$ cat src/vad_pkg.sv
// shared types, constants and codes of the windowed voice activity detector
package vad_pkg;

   localparam int VAD_WINDOW_LENGTH = 2048;
   localparam int SAMPLE_BITS       = 16;
   localparam int MAX_CHANNELS      = 2;

   localparam int CSR_INDEX_W = 4;
   localparam int CSR_DATA_W  = 17;

   // operation codes
   localparam logic [1:0] OP_PUSH  = 2'd0;
   localparam logic [1:0] OP_EVAL  = 2'd1;
   localparam logic [1:0] OP_CLEAR = 2'd2;

   // register indexes
   localparam logic [CSR_INDEX_W-1:0] CSR_CHANNEL_COUNT   = 4'd0;
   localparam logic [CSR_INDEX_W-1:0] CSR_SMOOTHING       = 4'd1;
   localparam logic [CSR_INDEX_W-1:0] CSR_CROSS_THRESHOLD = 4'd2;
   localparam logic [CSR_INDEX_W-1:0] CSR_VOLUME_THRESH   = 4'd3;
   localparam logic [CSR_INDEX_W-1:0] CSR_NOISE_FLOOR     = 4'd4;
   localparam logic [CSR_INDEX_W-1:0] CSR_PERCENT_MIN     = 4'd5;
   localparam logic [CSR_INDEX_W-1:0] CSR_PERCENT_MAX     = 4'd6;
   localparam logic [CSR_INDEX_W-1:0] CSR_SCORE_REF       = 4'd7;

   // register reset values
   localparam logic [1:0]         RST_CHANNEL_COUNT   = 2'd1;
   localparam logic [16:0]        RST_SMOOTHING       = 17'd26214;
   localparam logic [16:0]        RST_CROSS_THRESHOLD = 17'd16384;
   localparam logic signed [15:0] RST_VOLUME_THRESH   = -16'sd10240;
   localparam logic signed [15:0] RST_NOISE_FLOOR     = -16'sd15360;
   localparam logic signed [15:0] RST_PERCENT_MIN     = -16'sd15360;
   localparam logic signed [15:0] RST_PERCENT_MAX     = 16'sd0;
   localparam logic [16:0]        RST_SCORE_REF       = 17'd16384;

   // fixed point constants
   localparam logic [16:0]        Q16_ONE      = 17'd65536;
   localparam logic [14:0]        PERCENT_FULL = 15'd25600;
   localparam logic signed [15:0] DB_FLOOR     = -16'sd25600;
   localparam logic [18:0]        DB_SCALE_Q16 = 19'd394566;
   localparam logic [19:0]        LOG_TOP      = 20'((SAMPLE_BITS - 1) * 65536);

   typedef struct packed {
      logic [1:0]         op;
      logic signed [15:0] left_sample;
      logic signed [15:0] right_sample;
   } req_type;

   typedef struct packed {
      logic [15:0]        rms_level;
      logic signed [15:0] rms_db;
      logic [15:0]        peak_level;
      logic signed [15:0] peak_db;
      logic [15:0]        smoothed_level;
      logic signed [15:0] smoothed_db;
      logic [15:0]        crossing_rate;
      logic [16:0]        voice_score;
      logic               voice_detected;
      logic [14:0]        volume_percent;
   } rsp_type;

endpackage

$ cat src/vad_log.sv
// level to decibels: log2 by repeated squaring, then scale to q8.8
module vad_log import vad_pkg::*; (
   input  logic               clock,
   input  logic               reset,
   input  logic               start,
   input  logic [15:0]        level,
   output logic               done,
   output logic signed [15:0] db
);

   typedef enum logic [1:0] {L_IDLE, L_SQUARE, L_SCALE, L_ROUND} log_state_type;

   log_state_type      state_ff;
   logic               done_ff;
   logic signed [15:0] db_ff;
   logic [4:0]         cnt_ff;
   logic [3:0]         e_ff;
   logic [15:0]        frac_ff;
   logic [31:0]        m_ff;
   logic [38:0]        prod_ff;

   logic [3:0]         e_in;
   logic [31:0]        m_start;
   logic [63:0]        sq;
   logic [31:0]        sq_sh;
   logic [19:0]        q;
   logic [19:0]        mag;
   logic [39:0]        rnd_sum;
   logic signed [16:0] db_neg;

   always_comb begin
      e_in = '0;
      for (int i = 0; i < 16; i++) begin
         if (level[i]) begin
            e_in = 4'(i);
         end
      end
      m_start = 32'(level) << (5'd30 - {1'b0, e_in});
      sq      = 64'(m_ff) * 64'(m_ff);
      sq_sh   = sq[61:30];
      q       = {e_ff, frac_ff};
      mag     = (q >= LOG_TOP) ? 20'd0 : (LOG_TOP - q);
      rnd_sum = {1'b0, prod_ff} + 40'h80_0000;
      db_neg  = -$signed({2'b00, rnd_sum[38:24]});
   end

   always_ff @(posedge clock) begin
      if (reset) begin
         state_ff <= L_IDLE;
         done_ff  <= 1'b0;
      end else begin
         done_ff <= 1'b0;
         unique case (state_ff)
            L_IDLE: begin
               if (start) begin
                  if (level == 16'd0) begin
                     db_ff   <= DB_FLOOR;
                     done_ff <= 1'b1;
                  end else begin
                     e_ff     <= e_in;
                     m_ff     <= m_start;
                     frac_ff  <= '0;
                     cnt_ff   <= 5'd16;
                     state_ff <= L_SQUARE;
                  end
               end
            end
            L_SQUARE: begin
               frac_ff <= {frac_ff[14:0], sq_sh[31]};
               m_ff    <= sq_sh[31] ? {1'b0, sq_sh[31:1]} : sq_sh;
               cnt_ff  <= cnt_ff - 1'b1;
               if (cnt_ff == 5'd1) begin
                  state_ff <= L_SCALE;
               end
            end
            L_SCALE: begin
               prod_ff  <= 39'(mag) * 39'(DB_SCALE_Q16);
               state_ff <= L_ROUND;
            end
            L_ROUND: begin
               db_ff    <= (db_neg < 17'(DB_FLOOR)) ? DB_FLOOR : db_neg[15:0];
               done_ff  <= 1'b1;
               state_ff <= L_IDLE;
            end
            default: state_ff <= L_IDLE;
         endcase
      end
   end

   assign done = done_ff;
   assign db   = db_ff;

endmodule

$ cat config.mk
export PLATFORM = sky130hd
export DESIGN_NAME = vad_log
export DESIGN_NICKNAME = d
export VERILOG_FILES = /design/src/vad_pkg.sv /design/src/vad_log.sv
export SDC_FILE = /design/constraint.sdc
export NUM_CORES = 2
export LEC_CHECK = 0
export BUFFER_PORTS_ARGS = -buffer_cell sky130_fd_sc_hd__clkbuf_2
export CORE_MARGIN = 1
export CORE_UTILIZATION = 45
export CTS_CLUSTER_SIZE = 30
export DETAILED_ROUTE_END_ITERATION = 16
export PLACE_DENSITY = 0.71
export SLEW_MARGIN = 20
export SYNTH_ARGS = -nofsm -noshare
export SYNTH_HDL_FRONTEND = slang
export SYNTH_SLANG_ARGS = --single-unit
$ cat constraint.sdc
create_clock -name clock -period 21 [get_ports clock]
set_clock_uncertainty 0.05 [all_clocks]
set_input_delay 3.15 -clock clock [delete_from_list [all_inputs] [get_ports clock]]
set_output_delay 3.15 -clock clock [all_outputs]
set_load 0.01 [all_outputs]
==> impl_metrics.ini <==
[synth]
synth-edff-count = 89
synthCells = 4155
synth_top_area_share_pct = 43.9
synth_area_leaders = fa_1, ha_1, inv_1
yosys_warnings = 0
ys_seq_elements = 92
synth_ff_type = edfxtp_1
yosys.area.top_type = fa_1
ys_types = 90
synth_nets = 5495
netlist_area_um2 = 39200
synth-seq-area-share_pct = 6.97
synthArstFlopShare_pct = 0
avgSynthCellArea_um2 = 9.43

[drt]
first_pass_iters = 5
drc = 0
first_iter_violations = 1609
antenna_left = 0
wl_um = 95700
via_per_inst = 5.21
wl_per_cell_um = 18.2
vias = 27400

[clock_network]
clk_latency_ps = 350
post_cts_buffers = 0
numCtsBuffers = 9
cts_sinks = 92
htree_levels = 3
tritoncts = yes
cts_hold_buf = 0
cts_resized = 0
clockBufferDepth = 2
cts_root_buffer = clkbuf_16
cts.reportedPaths.clkPinSlew_ps = 70

[job]
cap_violations = 0

[floorplanning]
io_pins = 36
initial_core_util_pct = 45.8
die_w_um = 297
die_area_um2 = 88300
fp.coreArea_um2 = 85700
die_h_um = 297
std_cell_rows = 107

[worst_hold_path]
hp-start = state_ff[0]
worstHoldEndpoint = state_ff[0]
holdPathStages = 2
hold_path_class = register to register

[worst_setup_path]
worstPathCellList = inv_1 > nor2_1 > fa_1 > fa_1 > inv_1 > fa_1 > fa_1 > inv_1 > fa_1 > fa_1 > fa_1 > fa_1 > ha_1 > a21o_1 > nand3b_1 > a311oi_1 > o211ai_1 > o31ai_2 > a31o_4 > o21ai_4 > xor2_4 > nor2_1 > a211o_1
r2r-end = m_ff[10]
crit_slowest_cell = edfxtp_1
critPathRequiredTime_ps = 21050
ff2ff_setup_slack_ps = 11240
worstRegToRegCells = 23
arrival_ps = 9810
start_kind = register
reg2reg_from = m_ff[9]
crit_type = register to register
cp_top_family = adder cells
worst-path-max-fanout = 35
cpPeakStageDelay_ps = 980
path_common_cell = fa_1
end_kind = register
crit_buf_inv = 3

[status]
status = complete, no violations

[sta]
min_period_over_period_pct = 46.5
rsz0062_at_grt = no
slew_viol_final = 0
min_period_ps = 9760
slew_headroom_pct = 31.3
setup_viol = 0
finalHoldViolCount = 0
max_slew.worst_pin.slew_ps = 1030
max_clock_freq_mhz = 102
setup_tns_ps = 0

[finish]
drive_gt1_share_pct = 3.60
area_growth_pct = 4.19
final_common_cell = inv_1
fin_nets = 5442
final_cell_mix = inv_1, fa_1, ha_1, nand2_1, and2_1

[placed_design]
dp_hpwl_um = 76700
port_buffers = 35
gp_congestion = 0.931

[global_routing]
track_usage_pct = 22.5
antenna_found_initial = 3
overflow = 0
grt_max_degree = 59
grt_pass1_wl_um = 158000
grt_pass1_vias = 30000
==> per-layer routing <==
layer	routed length [um]	vias to the layer above	global-route usage [%]
li1	-	12500	-
met3	5400	182	2.51
met4	3420	0	6.92
met2	47500	785	39.5
met1	39400	13900	29.1
met5	0	-	0
==> metrics by stage <==
stage	cells	hold slack [ps]	util, %	setup WS (ps)	instance area, um2
2_1_floorplan	4155	457	-	13220	39200
6_report	5252	502	47.7	11240	40800
4_1_cts	5251	508	47.7	11310	40800
5_1_grt	5252	538	47.7	10920	40800
3_3_place_gp	5235	484	47.3	11570	40500
3_5_place_dp	5235	497	47.3	11370	40500
==> synth_stat cells, types with 5 or more instances <==
cell / number
inv_1: 1151
fa_1: 859
ha_1: 462
nand2_1: 365
and2_1: 242
nor2_1: 154
clkbuf_1: 110
a21oi_1: 97
edfxtp_1: 89
xnor2_1: 73
xor2_1: 60
o21ai_0: 53
nand3_1: 31
nor3_1: 31
a21o_1: 29
and3_1: 20
a31oi_1: 19
mux2i_1: 18
nand2b_1: 17
buf_2: 16
nand4_1: 16
nor2b_1: 16
o21bai_1: 14
a31o_2: 13
o211ai_1: 13
o21a_1: 11
o221ai_1: 10
o22ai_1: 10
a211oi_1: 9
mux4_2: 8
o21ai_1: 8
o31ai_1: 7
mux2_2: 6
nor4_1: 6
or2_2: 6
a211oi_2: 5
a221oi_1: 5
and4_1: 5
or4_1: 5
==> worst max path at each step <==
stage             from        to  cells past startpoint
2_1_floorplan  m_ff[4]   m_ff[5]                     28
3_3_place_gp   m_ff[9]  m_ff[13]                     23
3_5_place_dp   m_ff[9]  m_ff[20]                     23
4_1_cts        m_ff[9]  m_ff[20]                     23
5_1_grt        m_ff[9]  m_ff[10]                     23
6_report       m_ff[9]  m_ff[10]                     23
==> flip-flops by register name (all words and copies together), names as in the netlist <==
signal / flops
frac_ff: 16
prod_ff: 16
db: 16
done: 1
e_ff: 4
state_ff: 2
m_ff: 32
cnt_ff: 5
==> tightest hold or removal path, stage by stage (launching register included) <==
cell and delay (ps):
dfxtp_1 350, nor2_1 110, nor3_1 50
==> logic make-up (layout without fill, tap and decap cells) <==
kind of cell	after synthesis	after routing	share of synthesized area [%]
adder cells (fa/ha/maj)	1321	1321	58.6
buffers and inverters	1289	1241	12.5
AND/OR/NAND/NOR	928	928	11.4
AO/OA/AOI/OAI	356	356	6.21
XOR/XNOR	136	136	3.15
flip-flops	92	92	6.97
multiplexers	33	33	1.13
other	0	1	0
==> layout make-up <==
class | count | area (um2)
antenna | 1 | 2.50
tap | 1144 | 1430
sequential | 92 | 2730
multi-input combinational | 2774 | 31600
fill | 8037 | 44800
timing repair buffer | 70 | 438
clock buffer | 9 | 225
clock inverter | 7 | 73.8
inverter | 1155 | 4340
Power is not shown: default switching activity piles up to over one toggle a cycle in this logic, so the estimate is an artifact.
