## src/vad_div.sv

```systemverilog
// restoring divider, one quotient bit per cycle
module vad_div #(
   parameter int NUM_W = 42,
   parameter int DEN_W = 17
) (
   input  logic             clock,
   input  logic             reset,
   input  logic             start,
   input  logic [NUM_W-1:0] numer,
   input  logic [DEN_W-1:0] denom,
   output logic             done,
   output logic [NUM_W-1:0] quotient
);

   localparam int CW = $clog2(NUM_W + 1);

   logic             busy_ff;
   logic             done_ff;
   logic [CW-1:0]    cnt_ff;
   logic [DEN_W-1:0] rem_ff;
   logic [DEN_W-1:0] den_ff;
   logic [NUM_W-1:0] quo_ff;
   logic [DEN_W:0]   rem_sh;
   logic             fits;
   logic [DEN_W:0]   rem_sub;
   logic [DEN_W-1:0] rem_in;
   logic [NUM_W-1:0] quo_in;

   always_comb begin
      rem_sh  = {rem_ff, quo_ff[NUM_W-1]};
      fits    = rem_sh >= {1'b0, den_ff};
      rem_sub = rem_sh - {1'b0, den_ff};
      rem_in  = fits ? rem_sub[DEN_W-1:0] : rem_sh[DEN_W-1:0];
      quo_in  = {quo_ff[NUM_W-2:0], fits};
   end

   always_ff @(posedge clock) begin
      if (reset) begin
         busy_ff <= 1'b0;
         done_ff <= 1'b0;
         cnt_ff  <= '0;
      end else begin
         done_ff <= 1'b0;
         if (start) begin
            busy_ff <= 1'b1;
            cnt_ff  <= CW'(NUM_W);
         end else if (busy_ff) begin
            cnt_ff <= cnt_ff - 1'b1;
            if (cnt_ff == CW'(1)) begin
               busy_ff <= 1'b0;
               done_ff <= 1'b1;
            end
         end
      end
   end

   always_ff @(posedge clock) begin
      if (start) begin
         quo_ff <= numer;
         rem_ff <= '0;
         den_ff <= denom;
      end else if (busy_ff) begin
         quo_ff <= quo_in;
         rem_ff <= rem_in;
      end
   end

   assign done     = done_ff;
   assign quotient = quo_ff;

endmodule

```

## config.mk

```make
export PLATFORM = sky130hd
export DESIGN_NAME = vad_div
export DESIGN_NICKNAME = d
export VERILOG_FILES = /design/src/vad_div.sv
export SDC_FILE = /design/constraint.sdc
export NUM_CORES = 1
export LEC_CHECK = 0
export BUFFER_PORTS_ARGS = -buffer_cell sky130_fd_sc_hd__buf_4
export CORE_MARGIN = 2
export CORE_UTILIZATION = 54
export DETAILED_ROUTE_END_ITERATION = 10
export HOLD_SLACK_MARGIN = 0.15
export PLACE_DENSITY = 0.8
export SLEW_MARGIN = 20
export SYNTH_ARGS = -nofsm -noshare
export SYNTH_HDL_FRONTEND = slang
export SYNTH_SLANG_ARGS = --single-unit
```

## constraint.sdc

```tcl
create_clock -name clock -period 3.3 [get_ports clock]
set_input_delay 0.165 -clock clock [delete_from_list [all_inputs] [get_ports clock]]
set_output_delay 0.165 -clock clock [all_outputs]
set_load 0.1 [all_outputs]
```

==> qor.csv, run 1 <==
stage;metric;value;unit
worst_setup_path;crit path DAT;3.35;ns
min_path;min-delay worst type;input pin to flop;
floorplan;Die H;94.4;um
sta;measured slew at the worst slew-check pin;0.667;ns
sta;Final Setup Violations;0;
synthesis;Synth Flop Type;edfxtp_1;
routing;Residual DRC;0;
sta;Hold Vio Cnt, Final;0;
routing;Starting DRT DRC Count;271;
place;GPL Wtd Cong;0.889;
global_route;largest net degree at the start of global routing;43;
routing;Final ANT Viol Nets;0;
global_route;GRT overflow;0;
synthesis;post-synth top area cell;edfxtp_1;
routing;drt first pass iters;5;
sta;minimum clock period;3.07;ns
synthesis;#FFs+latches synth;84;
worst_setup_path;worst-case reg-to-reg path depth;10;
run;max_cap viols;0;
sta;RSZ-0062 raised after global routing;false;
sta;worst rel slew slack;55.5;%
floorplan;width of the die;94.4;um
floorplan;io pins;105;
sta;Final period util;93.1;%
clock_tree;H-tree depth;3;
power_and_ir_drop;total chip power;3.09;mW
clock_tree;CTS tree;yes;
global_route;first-pass GRT wire length;20200;um
layout;Filler Cell Count;452;
synthesis;Netlist Area Pre-Place;4410;um^2
synthesis;post-synthesis sequential area ratio;51.5;%
layout;# diodes;0;
power_and_ir_drop;Power Density;509;nW/um^2
floorplan;die area;8910;um^2
synthesis;FFs w/ async S/R, synth;0;%
place;Detail Placement HPWL;7350;um
place;PortBufs;104;
worst_setup_path;crit path launch type;flop;
floorplan;initial core utilization;56.5;%
clock_tree;CTS max path bufs;2;
clock_tree;TritonCTS Buffers;9;
sta;Achievable Freq;325;MHz
run_status;outcome;complete, no violations;
worst_setup_path;reg2reg setup slack;0.23;ns
worst_setup_path;critical path capture point;rem_ff[0];
routing;via count;3789;
global_route;GRT Util Overall;30.3;%
worst_setup_path;Worst Setup SP;quotient[41];
synthesis;commonest cells in the synthesized netlist;edfxtp_1, mux2_2, nor2_1, dfxtp_1, nand2_1;
layout;Synth-to-Final Area Change;37.4;%
sta;Max Slew Vio Count;0;
synthesis;Syn Nets;463;
clock_tree;later-pin clock latency in the skew report;0.37;ns
power_and_ir_drop;Max VDD drop;451;uV
synthesis;area share of the leading cell type in the synthesized netlist;40.1;%
clock_tree;Root Driver;clkbuf_8;
worst_setup_path;critical path class;flop to flop;
worst_setup_path;crit path max fanout;18;
layout;area of the multi-input gates;1970;um^2
global_route;vias in the first global route;3898;
routing;vias per inst;5.84;
synthesis;count of unique library cells instantiated by Yosys;56;
synthesis;Mapped Cells;381;
routing;DR WL/cell;19.7;um
worst_setup_path;Worst Path Required;3.58;ns
floorplan;CORE AREA;7810;um^2
synthesis;Syn Area/Cell;11.6;um^2
floorplan;row count;32;
synthesis;EDFF count, synth;59;
synthesis;Area contributors post-synth;edfxtp_1, dfxtp_1, mux2_2;
worst_setup_path;r2r endpoint;rem_ff[0];
layout;layout cell share with drive strength beyond 1;31.6;%
layout;Reg area;2270;um^2
global_route;antenna violations before repair;0;
min_path;WHS Path Cells;1;
routing;final WL;12800;um
clock_tree;setup bufs post-CTS;0;
sta;clk_skew;0.0158;ns
synthesis;most numerous cell in the Yosys netlist;edfxtp_1;
worst_setup_path;Setup crit end kind;flop;
sta;Setup TNS Final;0;ns
power_and_ir_drop;Pleak;2.54;nW
worst_setup_path;Reg-to-Reg Start;quotient[41];
synthesis;Synth Warn #;0;
layout;nets;624;
clock_tree;clk sink count;84;
clock_tree;Worst-path clk slew;0.10;ns
cells by family (layout without fill, tap and decap cells):
family	after synthesis	count (layout)	share of synthesized area (%)
xor gates and xnor gates	16	16	3.18
AOI/OAI and AO/OA	80	80	12.8
buffers and inverters	41	207	4.05
muxes	52	52	13.0
adders and majority gates	20	20	5.84
DFF	84	84	51.5
and+or+nand+nor	88	88	9.67
critical path, cell delays in order (launching register included):
cell	delay, ns
edfxtp_1	0.44
inv_2	0.09
ha_1	0.18
inv_1	0.06
fa_2	0.37
a211o_1	0.33
a21o_1	0.24
a211o_1	0.32
a21o_2	0.42
and3_1	0.29
a311oi_2	0.24
what timing repair did:
action	4_1_cts	5_1_grt
hold buffers	60	0
resized for setup	0	1
setup endpoints to repair	0	8
hold endpoints to repair	67	0
layer usage:
layer	part of all wire, %	GRT usage [%]	up-vias
met2	50	51.6	202
li1	-	-	1739
met3	8.1	8.70	35
met4	2.9	11.8	0
met5	0	0	-
met1	39	36.5	1813
layout by cell type (no fill, tap or decap), types with 2 or more instances in the layout:
cell / instances
o211ai_1: 4
xnor2_1: 10
inv_1: 22
mux2i_1: 10
nand3_1: 2
nor4b_1: 3
a21o_1: 6
nand4_1: 3
nand2_1: 24
ha_1: 19
clkbuf_8: 9
a21oi_1: 19
inv_6: 2
nor3b_1: 2
nor2_1: 27
o21ai_0: 13
a211o_1: 2
buf_4: 108
nor4_1: 3
a22oi_1: 3
and2_1: 3
mux2_2: 42
a211oi_1: 12
edfxtp_1: 59
dfxtp_1: 25
clkinvlp_4: 2
o31ai_1: 3
dlygate4sd3_1: 60
xor2_1: 6
or3_1: 2
nor3_1: 7
nand2b_1: 7
power breakdown:
group	switching, mW	internal, mW
Combinational	0.683	0.329
Clock	0.419	0.357
Sequential	0.0636	1.24
how the worst min path moves through the flow:
| stage | endpoint | slack (ns) | startpoint |
|---|---|---|---|
| after floorplan | den_ff[0] | 0.26 | denom[0] |
| after global placement | den_ff[0] | 0.34 | denom[0] |
| after detailed placement | den_ff[4] | 0.34 | denom[4] |
| after CTS | den_ff[7] | 0.24 | start |
| after global routing | den_ff[7] | 0.27 | start |
| final | den_ff[7] | 0.26 | start |
sequential cells by signal, indices dropped and copies added, names as in the netlist:
name	flops
rem_ff	17
done	1
quotient	42
den_ff	17
cnt_ff	6
busy_ff	1
final cells by class:
type	count	share of cell area, %
sequential	84	37.5
clock inverter	6	1.18
tap	102	2.11
timing repair buffer	168	23.3
inverter	23	1.42
multi-input combinational	256	32.4
clock buffer	10	2.11
through the flow:
stage / worst slack (ns) / area (um^2) / hold slack, ns / std cells / utilization, %
after global placement: 0.283 / 5260 / 0.344 / 573 / 67.4
after global routing: 0.0732 / 6060 / 0.266 / 649 / 77.6
after CTS: 0.120 / 6060 / 0.242 / 649 / 77.6
after detailed placement: 0.175 / 5260 / 0.344 / 573 / 67.4
final: 0.228 / 6060 / 0.259 / 649 / 77.6
after floorplan: 0.0216 / 4420 / 0.264 / 381 / -
Power figures use the tool's default switching activity.
==> run 2, diff against run 1 <==
--- a/config.mk
+++ b/config.mk
@@ -6,7 +6,6 @@
 export NUM_CORES = 1
 export LEC_CHECK = 0
 export BUFFER_PORTS_ARGS = -buffer_cell sky130_fd_sc_hd__buf_4
-export CORE_MARGIN = 2
 export CORE_UTILIZATION = 54
 export DETAILED_ROUTE_END_ITERATION = 10
 export HOLD_SLACK_MARGIN = 0.15
==> run 2 against run 1 <==
  * Global-route usage decreased by 0.55 points
  * Sequential share of layout area about the same
  * Total power decreased by 0.93%
  * Die area decreased by 4.2%
  * First-iteration DRC count decreased by 4.1%
  * Design area about the same
  * Utilization about the same
  * Clock power decreased by 2%
  * Wire length decreased by 5.6%
  * Combinational power about the same
  * Largest power group unchanged
==> qor.csv, run 2 (synthesis results as in run 1) <==
stage;metric;value;unit
sta;measured slew at the worst slew-check pin;0.646;ns
global_route;GRT Util Overall;29.8;%
place;Detail Placement HPWL;7070;um
worst_setup_path;crit path DAT;3.35;ns
clock_tree;later-pin clock latency in the skew report;0.36;ns
clock_tree;clk sink count;84;
global_route;largest net degree at the start of global routing;47;
place;PortBufs;104;
power_and_ir_drop;Max VDD drop;354;uV
place;Place WS;0.319;ns
sta;Achievable Freq;327;MHz
sta;clk_skew;0.0110;ns
floorplan;row count;32;
min_path;min-delay worst type;input pin to flop;
sta;setup ws final;0.246;ns
run;max_cap viols;0;
layout;commonest non-fill, non-tap cell in the layout;buf_4;
layout;layout cell share with drive strength beyond 1;31.4;%
layout;max reg flops;42;
floorplan;die area;8540;um^2
worst_setup_path;critical path class;flop to flop;
routing;Residual DRC;0;
clock_tree;CTS max path bufs;2;
layout;Synth-to-Final Area Change;37.3;%
floorplan;Die H;92.4;um
worst_setup_path;reg2reg setup slack;0.25;ns
run_status;outcome;complete, no violations;
sta;Final Setup Violations;0;
sta;Fin Hold WS;0.316;ns
worst_setup_path;crit path max fanout;13;
sta;Final period util;92.6;%
routing;via count;3680;
floorplan;initial core utilization;56.5;%
global_route;vias in the first global route;3842;
global_route;antenna violations before repair;0;
worst_setup_path;crit path launch type;flop;
layout;most frequent cells in the layout;buf_4, dlygate4sd3_1, edfxtp_1, mux2_2, nor2_1;
sta;Hold Vio Cnt, Final;0;
layout;# diodes;0;
sta;Setup TNS Final;0;ns
clock_tree;setup bufs post-CTS;0;
floorplan;io pins;105;
sta;Max Slew Vio Count;0;
power_and_ir_drop;Power Density;505;nW/um^2
routing;drt first pass iters;5;
worst_setup_path;Setup crit end kind;flop;
sta;minimum clock period;3.05;ns
layout;nets;624;
min_path;WHS Path Cells;1;
power_and_ir_drop;total chip power;3.06;mW
clock_tree;CTS tree;yes;
clock_tree;Root Driver;clkbuf_8;
global_route;GRT overflow;0;
clock_tree;Worst-path clk slew;0.09;ns
global_route;first-pass GRT wire length;19400;um
place;GPL Wtd Cong;0.943;
sta;RSZ-0062 raised after global routing;false;
power_and_ir_drop;Pleak;2.54;nW
routing;Final ANT Viol Nets;0;
floorplan;CORE AREA;7810;um^2
routing;Starting DRT DRC Count;260;
clock_tree;H-tree depth;3;
routing;DR WL/cell;18.6;um
clock_tree;TritonCTS Buffers;9;
routing;vias per inst;5.67;
worst_setup_path;Worst Path Required;3.60;ns
sta;worst rel slew slack;56.9;%
routing;final WL;12000;um
floorplan;width of the die;92.4;um
worst_setup_path;worst-case reg-to-reg path depth;11;
layout;Filler Cell Count;453;
-- run 2: cell types whose count changed in the layout (fill, tap and decap cells not counted) --
cell,change
a21o_1,+1
a21o_2,-1
-- run 2: power by group --
part / total (mW) / internal (mW) / switching (mW)
combinational: 1.00 / 0.328 / 0.674
clock: 0.762 / 0.357 / 0.404
sequential: 1.30 / 1.24 / 0.0600
total: 3.06 / 1.92 / 1.14
-- run 2: area by class of cell --
cell class,count,area (um^2),share of cell area (%)
clock buffer,10,128,2.11
clock inverter,6,71.3,1.18
inverter,23,86.3,1.42
multi-input combinational,256,1960,32.4
sequential,84,2270,37.5
tap,102,128,2.11
timing repair buffer,168,1410,23.3
-- run 2: timing repair --
action	in CTS	in global routing
hold endpoints to repair	67	0
resized for setup	0	0
hold buffers	60	0
-- run 2: worst paths after layout --
kind	to	start
hold reg to reg	rem_ff[2]	rem_ff[2]
setup reg to reg	rem_ff[12]	quotient[41]
hold / removal	den_ff[5]	start
setup / recovery	rem_ff[12]	quotient[41]
-- run 2: worst max-delay path, stage by stage (launching register included) --
cell	delay, ns
edfxtp_1	0.41
inv_2	0.08
ha_1	0.15
inv_1	0.06
fa_2	0.36
a211o_1	0.32
a21o_1	0.24
a211o_1	0.32
a21o_1	0.41
buf_4	0.28
o31ai_4	0.23
a31o_1	0.13
-- run 2: per-layer routing --
layer	share of wire [%]	global-route usage (%)
met5	0	0
met4	2.6	10.8
met3	9.2	9.77
met2	49	50.2
met1	39	35.5
-- run 2: stage by stage --
stage          util [%]  instances  instance area [um^2]
6_report           77.6        649                  6060
5_1_grt            77.6        649                  6060
4_1_cts            77.6        649                  6060
3_5_place_dp       67.4        573                  5260
3_3_place_gp       67.4        573                  5260
2_1_floorplan         -        381                  4420
==> run 3, diff against run 2 <==
--- a/config.mk
+++ b/config.mk
@@ -6,10 +6,11 @@
 export NUM_CORES = 1
 export LEC_CHECK = 0
 export BUFFER_PORTS_ARGS = -buffer_cell sky130_fd_sc_hd__buf_4
-export CORE_UTILIZATION = 54
+export CORE_UTILIZATION = 49
+export CTS_CLUSTER_DIAMETER = 30
 export DETAILED_ROUTE_END_ITERATION = 10
 export HOLD_SLACK_MARGIN = 0.15
-export PLACE_DENSITY = 0.8
+export PLACE_DENSITY = 0.77
 export SLEW_MARGIN = 20
 export SYNTH_ARGS = -nofsm -noshare
 export SYNTH_HDL_FRONTEND = slang
==> constraint.sdc (replaced) <==
create_clock -name clock -period 2.55 [get_ports clock]
set_input_delay 0.1275 -clock clock [delete_from_list [all_inputs] [get_ports clock]]
set_output_delay 0.1275 -clock clock [all_outputs]
set_load 0.1 [all_outputs]
==> run 3 against run 2 <==
  * The flow now finishes with violations (negative setup slack)
  * Cell count rose by 2.5%
  * First-iteration DRC count down 18%
  * Sequential share of layout area is 0.90 points lower
  * Flip-flop and latch count unchanged
  * Global-route usage shrank 3.1 points
  * Total power up 34%
  * Worst setup slack lost 0.32 ns
  * Via count rose by 1.5%
  * Clock-buffer cell count stayed put
==> qor.csv, run 3 (synthesis results as in run 1) <==
stage;metric;value;unit
sta;Achievable Freq;382;MHz
routing;met2 routed WL;6140;um
layout;# diodes;0;
layout;Filler Cell Count;551;
clock_tree;later-pin clock latency in the skew report;0.37;ns
sta;Final Setup Violations;9;
place;Detail Placement HPWL;6980;um
routing;final WL;12300;um
layout;commonest non-fill, non-tap cell in the layout;buf_4;
power_and_ir_drop;Max VDD drop;486;uV
routing;top layer in use;met4;
global_route;vias in the first global route;3875;
clock_tree;Worst-path clk slew;0.09;ns
place;GPL Wtd Cong;0.896;
routing;Residual DRC;0;
worst_setup_path;crit path max fanout;9;
sta;minimum clock period;2.62;ns
floorplan;CORE AREA;8720;um^2
routing;Final ANT Viol Nets;0;
sta;RSZ-0062 raised after global routing;true;
global_route;antenna violations before repair;0;
clock_tree;Root Driver;clkbuf_8;
layout;nets;634;
layout;most frequent cells in the layout;buf_4, dlygate4sd3_1, edfxtp_1, mux2_2, nor2_1;
layout;design area;6210;um^2
worst_setup_path;Worst path slowest cell;edfxtp_1;
routing;metal1 wirelength;4980;um
routing;DR WL/cell;18.5;um
layout;Reg area;2270;um^2
floorplan;Die H;96.9;um
layout;layout cell share with drive strength beyond 1;33.2;%
sta;setup ws final;-0.0708;ns
clock_tree;CTS tree;yes;
floorplan;width of the die;96.9;um
run_status;failing checks;negative setup slack;
power_and_ir_drop;Pleak;2.60;nW
routing;Starting DRT DRC Count;214;
run_status;outcome;finished with violations;
sta;worst rel slew slack;60.7;%
clock_tree;clk sink count;84;
global_route;GRT overflow;0;
sta;measured slew at the worst slew-check pin;0.585;ns
place;PortBufs;104;
worst_setup_path;Worst Path Required;2.83;ns
clock_tree;TritonCTS Buffers;9;
worst_setup_path;critical path class;flop to flop;
sta;Max Slew Vio Count;0;
sta;Setup TNS Final;-0.261;ns
global_route;first-pass GRT wire length;19600;um
worst_setup_path;crit path launch type;flop;
layout;area of the multi-input gates;1990;um^2
sta;Hold Vio Cnt, Final;0;
worst_setup_path;crit path DAT;2.90;ns
worst_setup_path;Setup crit end kind;flop;
floorplan;io pins;105;
floorplan;row count;34;
sta;Final period util;103;%
min_path;min-delay worst type;input pin to flop;
run;max_cap viols;0;
layout;max reg flops;42;
routing;met3 wire length;844;um
sta;Fin Hold WS;0.252;ns
power_and_ir_drop;total chip power;4.09;mW
worst_setup_path;sequence of cells on the critical path;inv_2 > ha_4 > inv_2 > fa_2 > a211o_1 > a21o_1 > a211o_1 > a21o_4 > buf_12 > mux2i_1 > a211oi_1;
sta;clk_skew;0.00816;ns
worst_setup_path;CP top delay family;compound AO/OA/AOI/OAI gates;
global_route;GRT Util Overall;26.7;%
routing;vias per inst;5.62;
layout;Synth-to-Final Area Change;40.7;%
layout;Finished Core Util;71.2;%
clock_tree;CTS max path bufs;2;
floorplan;die area;9390;um^2
routing;via count;3735;
place;Placed Area;5370;um^2
worst_setup_path;count of buffer and inverter cells on the critical path;3;
global_route;largest net degree at the start of global routing;84;
power_and_ir_drop;Power Density;658;nW/um^2
routing;drt first pass iters;6;
worst_setup_path;CP peak stage delay;0.42;ns
clock_tree;H-tree depth;3;
floorplan;initial core utilization;50.6;%
==> run 3: repair_timing <==
item                       CTS  global route
gates resized for setup      1             2
pin swaps                    0             3
hold buffers                60             0
setup buffers                2             0
hold endpoints to repair    67             0
setup endpoints to repair   13            18
==> run 3: area by class of cell <==
class / instances / share of cell area [%]
clock buffer: 10 / 2.06
clock inverter: 6 / 1.43
tap: 108 / 2.18
inverter: 23 / 1.39
timing repair buffer: 178 / 24.3
sequential: 84 / 36.6
multi-input combinational: 256 / 32.0
==> run 3: routing by layer <==
layer | track usage, % | vias to the layer above
li1 | - | 1753
met1 | 32.1 | 1772
met2 | 46.0 | 179
met3 | 5.85 | 31
met4 | 11.5 | 0
met5 | 0 | -
==> run 3: tightest hold or removal path, cell delays in order <==
cell and delay [ns]:
buf_4 0.11, nor2_1 0.05, buf_4 0.16, nand2_1 0.07, o21ai_1 0.05
==> run 3: metrics by stage <==
step,std cells,setup slack [ns]
after floorplan,381,-0.641
after global placement,587,0.0570
after detailed placement,587,-0.0561
after CTS,665,-0.0243
after global routing,665,-0.173
final,665,-0.0708
==> run 3: path summary, 6_finish.rpt <==
path                            depth (start not counted)        end  slack [ns]    startpoint
worst max-delay path                                   11  rem_ff[9]       -0.07  quotient[41]
worst max register to register                         11  rem_ff[9]       -0.07  quotient[41]
worst min register to register                          2  rem_ff[2]        0.49     rem_ff[2]
worst min-delay path                                    5  rem_ff[2]        0.25         start
==> run 3: report_power, final <==
group          internal [mW]  switching, mW
logic                  0.449          0.878
clock network          0.555          0.523
registers               1.60         0.0827
