### config.mk
export PLATFORM = sky130hd
export DESIGN_NAME = vad_sqrt
export DESIGN_NICKNAME = d
export VERILOG_FILES = /design/src/vad_sqrt.sv
export SDC_FILE = /design/constraint.sdc
export NUM_CORES = 1
export LEC_CHECK = 0
export ABC_AREA = 1
export BUFFER_PORTS_ARGS = -buffer_cell sky130_fd_sc_hd__buf_2
export CAP_MARGIN = 0
export CORE_UTILIZATION = 34
export DETAILED_ROUTE_END_ITERATION = 7
export SLEW_MARGIN = 20
export SYNTH_ARGS = -nofsm -noshare
export SYNTH_HDL_FRONTEND = slang
export SYNTH_SLANG_ARGS = --single-unit
### constraint.sdc
create_clock -name clock -period 4.4 [get_ports clock]
set_input_delay 1.32 -clock clock [delete_from_list [all_inputs] [get_ports clock]]
set_output_delay 1.32 -clock clock [all_outputs]
set_load 0.05 [all_outputs]
### src/vad_sqrt.sv
// integer square root, two radicand bits per cycle
module vad_sqrt (
   input  logic        clock,
   input  logic        reset,
   input  logic        start,
   input  logic [30:0] radicand,
   output logic        done,
   output logic [15:0] root
);

   logic        busy_ff;
   logic        done_ff;
   logic [31:0] v_ff;
   logic [31:0] res_ff;
   logic [31:0] bit_ff;
   logic [32:0] trial;
   logic        take;

   always_comb begin
      trial = {1'b0, res_ff} + {1'b0, bit_ff};
      take  = {1'b0, v_ff} >= trial;
   end

   always_ff @(posedge clock) begin
      if (reset) begin
         busy_ff <= 1'b0;
         done_ff <= 1'b0;
      end else begin
         done_ff <= 1'b0;
         if (start) begin
            busy_ff <= 1'b1;
         end else if (busy_ff && bit_ff == 32'd1) begin
            busy_ff <= 1'b0;
            done_ff <= 1'b1;
         end
      end
   end

   always_ff @(posedge clock) begin
      if (start) begin
         v_ff   <= {1'b0, radicand};
         res_ff <= '0;
         bit_ff <= 32'h4000_0000;
      end else if (busy_ff) begin
         if (take) begin
            v_ff   <= v_ff - trial[31:0];
            res_ff <= (res_ff >> 1) + bit_ff;
         end else begin
            res_ff <= res_ff >> 1;
         end
         bit_ff <= bit_ff >> 2;
      end
   end

   assign done = done_ff;
   assign root = res_ff[15:0];

endmodule

==> run_results.csv, run 1 <==
group,metric,value,unit
placed_design,placer_congestion_estimate,0.940,
global_routing,met3_global_route_usage,2.72,%
critical_path,cp-end-kind,"flop",
synthesis,unique_cell_type_count_in_the_yosys_netlist,45,
layout,area_growth_syn_to_layout,11.0,%
synthesis,most_used_flip_flop_cell_after_synthesis,"dfxtp_1",
sta,timing_worst_slew_pin_value,0.881,ns
critical_path,critPathRequiredTime,4.46,ns
power_and_ir_drop,power_per_cell_area,724,nW/um^2
run_status,outcome,"complete, no violations",
placed_design,buffer_ports.inserted,50,
sta,finalCriticalPeriod,4.08,ns
routing,remaining_design_rule_violation_count,0,
synthesis,synth_sequential_area_ratio,23.3,%
floorplanning,die_footprint,25200,sq um
synthesis,synth_cells,1328,
hold_path,hp-start,"res_ff[0]$_SDFFE_PP0P_",
floorplanning,design.core.area,24200,sq um
global_routing,grt_start_max_net_pins,51,
sta,setup_viol_count_final,0,
global_routing,globalRouteMet1Util,28.7,%
clock_network,numCtsBuffers,9,
clock_network,postCtsSetupBuffers,0,
routing,wire_length_per_cell_after_detailed_routing,16.0,microns
synthesis,ys_ff_latch,82,
layout,drive_above_1_share,9.38,%
global_routing,vias_in_the_first_global_route,8060,
critical_path,startpoint_type,"flop",
sta,clock.fmax,245,MHz
layout,layout.nets,1460,
routing,antenna_violating_nets_post_route,0,
routing,first_pass_iters,5,
sta,fin_skew,0.0106,ns
critical_path,cp_max_fo,15,
floorplanning,start_util,34.5,%
routing,drt_first_iter_violations,622,
critical_path,rr_endpoint,"v_ff[15]$_DFFE_PP_",
global_routing,busiest_layer,"met2",
hold_path,holdPathStages,2,
sta,timing_hold_violations_final,0,
clock_network,tritoncts,"done",
synthesis,yosysWarningCount,0,
clock_network,worst_setup_hold_path_clk_slew,0.07,ns
routing,route.detailed.vias_per_inst,5.10,
floorplanning,ios,51,
global_routing,global_route_overflow,0,
sta,slew_headroom,41.2,%
layout,fin_util,38.3,%
sta,fin_setup_tns,0,ns
sta,rsz0062_at_grt,"false",
floorplanning,die_w,159,microns
clock_network,clockRootBuffer,"clkbuf_16",
floorplanning,std_cell_rows,57,
synthesis,mappedNetlistNets,1429,
global_routing,first_pass_grt_wire_length,42900,microns
critical_path,r2r_slack,0.32,ns
hold_path,hold_class,"flop to flop",
global_routing,globalRouteMet2Util,35.6,%
clock_network,clock_tree.buffer_depth,2,
critical_path,timing.rr.start,"bit_ff[20]$_SDFFE_PP0P_",
global_routing,antenna_found_initial,0,
synthesis,synth_enable_flop_cells,31,
sta,fin_crit_sh,92.8,%
layout,n_antenna_cell,0,
critical_path,startpoint,"bit_ff[20]$_SDFFE_PP0P_",
global_routing,grt_util_all_layers,21.2,%
power_and_ir_drop,p_leak,4.26,nW
critical_path,critical_path_arrival,4.15,ns
power_and_ir_drop,power.ir.vdd_worst,0.398,mV
routing,totalWireLength,26900,microns
critical_path,timing.setup.critical_path_class,"flop to flop",
sta,maxSlewViolCount,0,
placed_design,placement.setup.worst_slack,0.229,ns
clock_network,numClockSinks,82,
sta,timing.final.ws_setup,0.318,ns
run,cap_viol_max_count,0,
routing,detailroute.via_count,8610,
synthesis,asyncSetResetFlopFracSynth,0,%
synthesis,post_synth_instance_area,8360,sq um
synthesis,postSynthAreaPerCell,6.30,sq um
critical_path,reg2reg_depth,23,
clock_network,cts.htree.levels,3,
placed_design,post_detailed_placement_half_perimeter_wirelength,21000,microns
floorplanning,chipHeight,159,microns
clock_network,worst_skew_pair.late_latency,0.35,ns
hold_path,hold-path-endpoint,"res_ff[0]$_SDFFE_PP0P_",
[how the worst max path moves through the flow]
stage                     slack, ns  cells past startpoint                     end
after floorplan                0.29                     24       v_ff[0]$_DFFE_PP_
after global placement         0.29                     24       v_ff[2]$_DFFE_PP_
after detailed placement       0.23                     27  res_ff[5]$_SDFFE_PP0P_
after CTS                      0.21                     27  res_ff[5]$_SDFFE_PP0P_
after global routing          0.009                     24      v_ff[17]$_DFFE_PP_
final                          0.32                     23      v_ff[15]$_DFFE_PP_
[cell usage in the layout (no fill, tap or decap), types with 3 or more instances in the layout]
master and count:
ha_1 65, nand3_1 136, inv_1 155, dfxtp_1 49
a21o_1 5, edfxtp_1 31, nor4_1 6, nor2_2 3
a21oi_1 97, o21ai_1 10, clkbuf_16 10, buf_2 50
o21bai_1 8, a21oi_2 3, o21ai_0 76, or2_2 9
xnor2_1 22, o211ai_1 4, nand3b_1 6, buf_4 24
nand2_2 5, nand4_1 17, o31ai_1 3, nor3_1 21
nor2_1 127, nand2_1 347, xor2_1 38
[report_power, final]
part / leakage [nW] / switching (mW) / internal, mW
sequential: 0.730 / 0.221 / 1.12
combinational: 3.37 / 3.00 / 1.55
clock: 0.154 / 0.361 / 0.463
total: 4.26 / 3.58 / 3.14
[logic make-up (layout without fill, tap and decap cells)]
family,count (synthesis),after routing,share of synthesized area [%]
AO/OA/AOI/OAI,218,218,14.1
XOR/XNOR,60,60,6.29
adder cells (fa/ha/maj),67,67,10.1
buffers and inverters,214,250,10.8
flip-flops,82,82,23.3
AND/OR/NAND/NOR,687,687,35.4
[state kept, by name (all words and copies together), names as in the netlist]
name     count
bit_ff      16
busy_ff      1
done         1
res_ff      32
v_ff        32
[metal layers]
| layer | up-vias | share of wire (%) |
|---|---|---|
| met4 | 0 | 1.8 |
| met3 | 33 | 3.6 |
| met2 | 191 | 46 |
| met1 | 3948 | 48 |
| li1 | 4438 | - |
| met5 | - | 0 |
[cells in the mapped netlist, drive strengths merged (3+ instances only)]
cell type / number / share of area (%)
nor4: 7 / 0.52
nand4: 17 / 1.3
nor3: 23 / 1.5
edfxtp: 31 / 11
ha: 66 / 9.9
o211ai: 4 / 0.36
clkbuf: 19 / 0.85
xnor2: 22 / 2.3
nand3: 138 / 8.4
or2: 9 / 0.67
buf: 38 / 2.9
o21ai: 88 / 5.4
a21oi: 100 / 6.0
nand3b: 6 / 0.54
nor2: 132 / 6.3
o21bai: 8 / 0.72
o31ai: 3 / 0.27
dfxtp: 51 / 12
inv: 157 / 7.0
a21o: 5 / 0.45
nand2: 353 / 16
xor2: 38 / 4.0
[metrics by stage]
stage	cell area [sq um]	total power [mW]	hold WS [ns]	std cells
final	9280	6.72	0.501	1688
after global routing	9280	7.31	0.527	1688
after CTS	9220	6.68	0.504	1687
after detailed placement	8910	5.82	0.493	1671
after global placement	8910	5.78	0.488	1671
after floorplan	8360	4.76	0.463	1328
[what timing repair did]
item | CTS | global route
resized for setup | 0 | 10
hold buffers | 0 | 0
setup endpoints to repair | 0 | 65
endpoints found under the hold margin | 0 | 0
[critical path: stages, from the launching register on]
cell,delay (ns)
dfxtp_1,0.36
ha_1,0.40
nand2_1,0.13
o21ai_0,0.31
inv_1,0.11
o22ai_1,0.18
a21oi_1,0.06
nand2_1,0.13
a22oi_1,0.11
xor2_1,0.20
ha_1,0.38
nand2_1,0.10
inv_1,0.11
nand2_1,0.10
nor3_2,0.21
nand2_1,0.07
nand2_1,0.06
nor2_1,0.06
nor2_4,0.14
nor2_8,0.06
nand2_4,0.06
nand2_1,0.07
nand2_2,0.16
clkbuf_16,0.22
[area by class of cell]
cell class                 count  area (sq um)
clock buffer                  10           239
multi-input combinational   1032          5540
inverter                     157           589
clock inverter                 6          71.3
fill                        2711         15000
sequential                    82          1950
tap                          324           405
timing repair buffer          77           487
Power figures use the tool's default switching activity.
==> inputs of run 2 (changes only) <==
--- a/config.mk
+++ b/config.mk
@@ -8,6 +8,7 @@
 export ABC_AREA = 1
 export BUFFER_PORTS_ARGS = -buffer_cell sky130_fd_sc_hd__buf_2
 export CAP_MARGIN = 0
+export CORE_ASPECT_RATIO = 0.9
 export CORE_UTILIZATION = 34
 export DETAILED_ROUTE_END_ITERATION = 7
 export SLEW_MARGIN = 20
==> run 2 against run 1 <==
Compared with the run above: sequential share of layout area is 0.11 points higher; count of clock-buffer cells in the layout stayed put; maximum frequency rose by 0.44%; combinational power fell by 0.9%; first-iteration DRC count grew 17%; clock skew decreased by 0.0026 ns; clock power is 5.9% lower; largest cell class unchanged; highest routed layer unchanged.
==> run_results.csv, run 2 (synthesized netlist as in run 1, its figures left out) <==
group,metric,value,unit
run_status,outcome,"complete, no violations",
clock_network,cts.htree.levels,3,
sta,setup_viol_count_final,0,
floorplanning,die_footprint,25200,sq um
clock_network,tritoncts,"done",
critical_path,cp_max_fo,31,
sta,fin_setup_tns,0,ns
sta,maxSlewViolCount,0,
floorplanning,chipHeight,151,microns
layout,layout.cells.most_common_list,"nand2_1, inv_1, nand3_1, nor2_1, a21oi_1",
global_routing,antenna_found_initial,1,
power_and_ir_drop,p_leak,4.26,nW
floorplanning,ios,51,
critical_path,critical_path_arrival,4.11,ns
power_and_ir_drop,power_per_cell_area,716,nW/um^2
clock_network,numCtsBuffers,9,
placed_design,placedCellCount,1655,
critical_path,crit_path_top_delay_cell,"ha_1",
critical_path,cp-end-kind,"flop",
routing,totalWireLength,26700,microns
critical_path,slowest_delay,0.37,ns
routing,route.detailed.vias_per_inst,5.13,
floorplanning,std_cell_rows,54,
layout,drive_above_1_share,9.24,%
power_and_ir_drop,power.ir.vdd_worst,0.519,mV
power_and_ir_drop,seq_power_share,20.1,%
run,cap_viol_max_count,0,
power_and_ir_drop,power.switching,3.52,mW
critical_path,timing.setup.critical_path_class,"flop to flop",
layout,n_antenna_cell,0,
layout,final.fill_count,2669,
critical_path,crit_cells,23,
routing,detailroute.via_count,8568,
placed_design,post_detailed_placement_half_perimeter_wirelength,21100,microns
global_routing,grt_start_max_net_pins,51,
hold_path,holdPathStages,2,
critical_path,critPathRequiredTime,4.45,ns
floorplanning,design.core.area,24200,sq um
global_routing,global_route_overflow,0,
routing,antenna_violating_nets_post_route,0,
critical_path,timing.critical_path.mode_cell,"nand2_1",
global_routing,grt_util_all_layers,21.6,%
sta,slew_headroom,37.7,%
critical_path,timing.critical_path.buf_inv,1,
floorplanning,die_w,167,microns
clock_network,worst_skew_pair.late_latency,0.35,ns
floorplanning,start_util,34.6,%
layout,area_growth_syn_to_layout,10.4,%
critical_path,timing.critical_path.cells,"ha_1 > nand3_1 > nand2_1 > a21oi_2 > o21ai_1 > a21oi_1 > o21ai_1 > a21oi_1 > xor2_1 > ha_1 > nand2_2 > nor2_2 > nand2_1 > nor3_2 > nand2_1 > nand2_1 > nor2_1 > nor2_4 > nor2_8 > nand2_4 > nand2_1 > nand2_1 > buf_12",
sta,rsz0062_at_grt,"false",
sta,clock.fmax,246,MHz
sta,finalCriticalPeriod,4.06,ns
clock_network,clock_tree.buffer_depth,2,
power_and_ir_drop,power.switching_fraction,53.2,%
layout,multiInputGateArea,5540,sq um
layout,layout.nets,1459,
layout,area_of_all_sequential_standard_cells,1950,sq um
critical_path,startpoint_type,"flop",
layout,finish.cell_count_without_fillers,1671,
routing,wire_length_per_cell_after_detailed_routing,16.0,microns
layout,mostFrequentLayoutCell,"nand2_1",
sta,timing_hold_violations_final,0,
critical_path,critPathTopFamily,"simple AND/OR/NAND/NOR gates",
sta,fin_crit_sh,92.4,%
power_and_ir_drop,clockPowerShare,11.7,%
clock_network,worst_setup_hold_path_clk_slew,0.07,ns
routing,drt_first_iter_violations,729,
clock_network,numClockSinks,82,
global_routing,first_pass_grt_wire_length,42800,microns
power_and_ir_drop,part_of_the_total_power_dissipated_in_combinational_logic,68.2,%
layout,biggestRegsByFlops,"res_ff x32, v_ff x32, bit_ff x16",
global_routing,vias_in_the_first_global_route,8106,
routing,first_pass_iters,7,
placed_design,placer_congestion_estimate,0.937,
routing,remaining_design_rule_violation_count,0,
clock_network,clockRootBuffer,"clkbuf_16",
critical_path,reg2reg_depth,23,
sta,fin_skew,0.00799,ns
hold_path,hold_class,"flop to flop",
power_and_ir_drop,cell_internal_pwr,3.09,mW
placed_design,buffer_ports.inserted,50,
sta,timing_worst_slew_pin_value,0.934,ns
==> run 2: layout make-up <==
| class | instances | share of cell area [%] |
|---|---|---|
| inverter | 157 | 6.39 |
| sequential | 82 | 21.2 |
| clock buffer | 10 | 2.71 |
| tap | 308 | 4.18 |
| multi-input combinational | 1032 | 60.0 |
| timing repair buffer | 76 | 5.08 |
| clock inverter | 6 | 0.488 |
==> run 2: what timing repair did <==
item	CTS	global route
gates resized for setup	0	14
buffers inserted	0	0
setup endpoints to repair	0	64
hold buffers	0	0
hold endpoints to repair	0	0
==> run 2: path summary, 6_finish.rpt <==
check | start | end | slack (ns)
worst max-delay path | bit_ff[2]$_SDFFE_PP0P_ | v_ff[20]$_DFFE_PP_ | 0.34
worst min-delay path | res_ff[0]$_SDFFE_PP0P_ | res_ff[0]$_SDFFE_PP0P_ | 0.49
worst min register to register | res_ff[0]$_SDFFE_PP0P_ | res_ff[0]$_SDFFE_PP0P_ | 0.49
worst max register to register | bit_ff[2]$_SDFFE_PP0P_ | v_ff[20]$_DFFE_PP_ | 0.34
==> run 2: tightest hold or removal path, delay by kind of cell, from the launching register on <==
| family | cells | cell delay [ns] |
|---|---|---|
| compound gates | 1 | 0.06 |
| simple gates | 1 | 0.06 |
| flops | 1 | 0.32 |
==> run 2: metrics by stage <==
step / area (sq um) / worst slack (ns) / power, mW / util [%] / hold slack, ns
global placement: 8890 / 0.186 / 5.74 / 36.7 / 0.476
global route: 9230 / 0.00682 / 7.23 / 38.2 / 0.535
CTS: 9180 / 0.118 / 6.55 / 38.0 / 0.489
floorplan: 8360 / 0.291 / 4.76 / - / 0.463
detailed placement: 8890 / 0.128 / 5.76 / 36.7 / 0.478
finish: 9230 / 0.336 / 6.61 / 38.2 / 0.488
==> run 2: metal layers <==
metal / vias to the layer above / wire length (microns) / GRT usage, %
met4: 0 / 358 / 4.82
li1: 4424 / - / -
met5: - / 0 / 0
met3: 25 / 1480 / 2.79
met2: 241 / 11600 / 34.7
met1: 3878 / 13300 / 30.6
==> run 2: power groups by stage <==
| stage | Combinational, mW | Sequential (mW) | Clock (mW) |
|---|---|---|---|
| finish | 4.51 | 1.33 | 0.775 |
| global route | 5.06 | 1.36 | 0.811 |
| CTS | 4.43 | 1.33 | 0.788 |
| detailed placement | 4.41 | 1.34 | 0 |
| global placement | 4.40 | 1.34 | 0 |
| floorplan | 3.49 | 1.27 | 0 |
==> inputs of run 3 (changes only) <==
--- a/config.mk
+++ b/config.mk
@@ -8,7 +8,7 @@
 export ABC_AREA = 1
 export BUFFER_PORTS_ARGS = -buffer_cell sky130_fd_sc_hd__buf_2
 export CAP_MARGIN = 0
-export CORE_ASPECT_RATIO = 0.9
+export CORE_ASPECT_RATIO = 1.25
 export CORE_UTILIZATION = 34
 export DETAILED_ROUTE_END_ITERATION = 7
 export SLEW_MARGIN = 20
==> run 3 against run 2 <==
Compared with the run above: flip-flop and latch count unchanged; worst hold slack improved by 0.023 ns; combinational power about the same; count of clock-buffer cells in the layout unchanged; non-clock buffer count decreased by 6; final area decreased by 0.69%; critical endpoint is now v_ff[4]$_DFFE_PP_; largest cell class unchanged; sequential power about the same; clock power decreased by 3.9%; setup slack improved by 0.0068 ns.
==> run_results.csv, run 3 (synthesized netlist as in run 1, its figures left out) <==
group,metric,value,unit
power_and_ir_drop,power.switching,3.56,mW
global_routing,first_pass_grt_wire_length,43000,microns
sta,maxSlewViolCount,0,
hold_path,hold_class,"flop to flop",
routing,remaining_design_rule_violation_count,0,
sta,clock.fmax,246,MHz
routing,antenna_violating_nets_post_route,0,
floorplanning,start_util,34.9,%
routing,wire_length_per_cell_after_detailed_routing,15.9,microns
clock_network,clock_tree.buffer_depth,2,
layout,area_growth_syn_to_layout,9.62,%
clock_network,worst_skew_pair.late_latency,0.36,ns
sta,timing_hold_violations_final,0,
placed_design,placer_congestion_estimate,0.968,
layout,biggestRegsByFlops,"res_ff x32, v_ff x32, bit_ff x16",
power_and_ir_drop,power.ir.vdd_worst,0.278,mV
layout,layout.cells.most_common_list,"nand2_1, inv_1, nand3_1, nor2_1, a21oi_1",
placed_design,buffer_ports.inserted,50,
global_routing,grt_util_all_layers,21.8,%
sta,rsz0062_at_grt,"false",
sta,timing.final.ws_setup,0.342,ns
critical_path,startpoint,"bit_ff[2]$_SDFFE_PP0P_",
sta,setup_viol_count_final,0,
routing,totalWireLength,26700,microns
routing,first_pass_iters,5,
routing,detailroute.via_count,8618,
power_and_ir_drop,post-layout-total-power,6.61,mW
floorplanning,std_cell_rows,63,
critical_path,cp_max_fo,31,
power_and_ir_drop,power_per_cell_area,721,nW/um^2
power_and_ir_drop,part_of_the_total_power_dissipated_in_combinational_logic,68.3,%
layout,drive_above_1_share,8.47,%
clock_network,numCtsBuffers,9,
floorplanning,chipHeight,177,microns
critical_path,timing.rr.start,"bit_ff[2]$_SDFFE_PP0P_",
run,cap_viol_max_count,0,
sta,slew_headroom,40.7,%
floorplanning,die_footprint,25200,sq um
clock_network,tritoncts,"done",
power_and_ir_drop,seq_power_share,20.4,%
layout,final.fill_count,2627,
layout,mostFrequentLayoutCell,"nand2_1",
clock_network,worst_setup_hold_path_clk_slew,0.07,ns
layout,layout.nets,1453,
global_routing,vias_in_the_first_global_route,8345,
critical_path,timing.setup.critical_path_class,"flop to flop",
global_routing,global_route_overflow,0,
routing,route.detailed.vias_per_inst,5.12,
critical_path,startpoint_type,"flop",
placed_design,placement.setup.worst_slack,0.308,ns
global_routing,antenna_found_initial,0,
critical_path,critPathRequiredTime,4.45,ns
routing,drt_first_iter_violations,640,
power_and_ir_drop,clockPowerShare,11.3,%
floorplanning,die_w,142,microns
sta,fin_setup_tns,0,ns
power_and_ir_drop,power.switching_fraction,53.9,%
layout,n_antenna_cell,0,
sta,fin_skew,0.00952,ns
sta,timing_worst_slew_pin_value,0.888,ns
global_routing,grt_start_max_net_pins,74,
run_status,outcome,"complete, no violations",
floorplanning,ios,51,
hold_path,hp-start,"res_ff[0]$_SDFFE_PP0P_",
critical_path,cp-end-kind,"flop",
critical_path,critical_path_arrival,4.11,ns
layout,finish.cell_count_without_fillers,1682,
placed_design,placedCellCount,1666,
power_and_ir_drop,cell_internal_pwr,3.05,mW
clock_network,postCtsSetupBuffers,0,
power_and_ir_drop,p_leak,4.19,nW
clock_network,cts.htree.levels,3,
sta,finalCriticalPeriod,4.06,ns
sta,fin_crit_sh,92.2,%
clock_network,numClockSinks,82,
placed_design,post_detailed_placement_half_perimeter_wirelength,21100,microns
floorplanning,design.core.area,24000,sq um
clock_network,clockRootBuffer,"clkbuf_16",
-- run 3: changes by cell type in the layout (fill, tap and decap cells not counted), moves of 2 or more --
cell and delta:
buf_4 -5, a21oi_1 +2, a21oi_2 -2, clkinv_2 -2, clkinvlp_4 +2
-- run 3: repair_timing --
action,4_1_cts,5_1_grt
hold buffers,0,0
setup endpoints to repair,0,65
gates resized for setup,0,7
-- run 3: worst paths after layout --
kind / depth (start not counted) / slack (ns) / end
max: 19 / 0.34 / v_ff[4]$_DFFE_PP_
min: 2 / 0.51 / res_ff[0]$_SDFFE_PP0P_
max reg2reg: 19 / 0.34 / v_ff[4]$_DFFE_PP_
min reg2reg: 2 / 0.51 / res_ff[0]$_SDFFE_PP0P_
-- run 3: layout make-up --
cell class                 count  area (sq um)  area share [%]
clock buffer                  10           229            2.50
tap                          325           407            4.44
inverter                     157           589            6.43
timing repair buffer          70           420            4.59
sequential                    82          1950            21.3
multi-input combinational   1032          5520            60.2
clock inverter                 6          50.0           0.546
-- run 3: power groups by stage --
stage	Combinational, mW	Clock [mW]	Sequential [mW]
2_1_floorplan	3.49	0	1.27
3_3_place_gp	4.42	0	1.36
3_5_place_dp	4.44	0	1.35
4_1_cts	4.45	0.755	1.35
5_1_grt	5.07	0.787	1.38
6_report	4.51	0.745	1.35
-- run 3: through the flow --
step / utilization (%) / instance area, sq um / hold WS [ns]
floorplan: - / 8360 / 0.463
global placement: 37.0 / 8860 / 0.490
detailed placement: 37.0 / 8860 / 0.499
CTS: 38.2 / 9140 / 0.511
global route: 38.2 / 9170 / 0.559
finish: 38.2 / 9170 / 0.510
-- run 3: critical path, stage by stage, from the launching register on --
cell and delay [ns]:
dfxtp_1 0.35, ha_1 0.34, nand3_1 0.08, nand2_1 0.12, a21oi_2 0.09, o21ai_1 0.17, a21oi_1 0.12, o21ai_1 0.32
a21oi_1 0.14, xor2_1 0.16, ha_1 0.40, nand2_1 0.13, o21ai_0 0.35, a21oi_1 0.11, nand3_1 0.20, nand3_2 0.14
nand2_4 0.10, nand2_1 0.06, nand2_1 0.14, buf_12 0.23
-- run 3: metal layers --
metal	vias to the layer above	wire, microns	track usage, %
met4	0	856	8.65
met2	211	13000	37.4
met5	-	0	0
met1	3955	11800	28.0
li1	4405	-	-
met3	47	1020	2.08
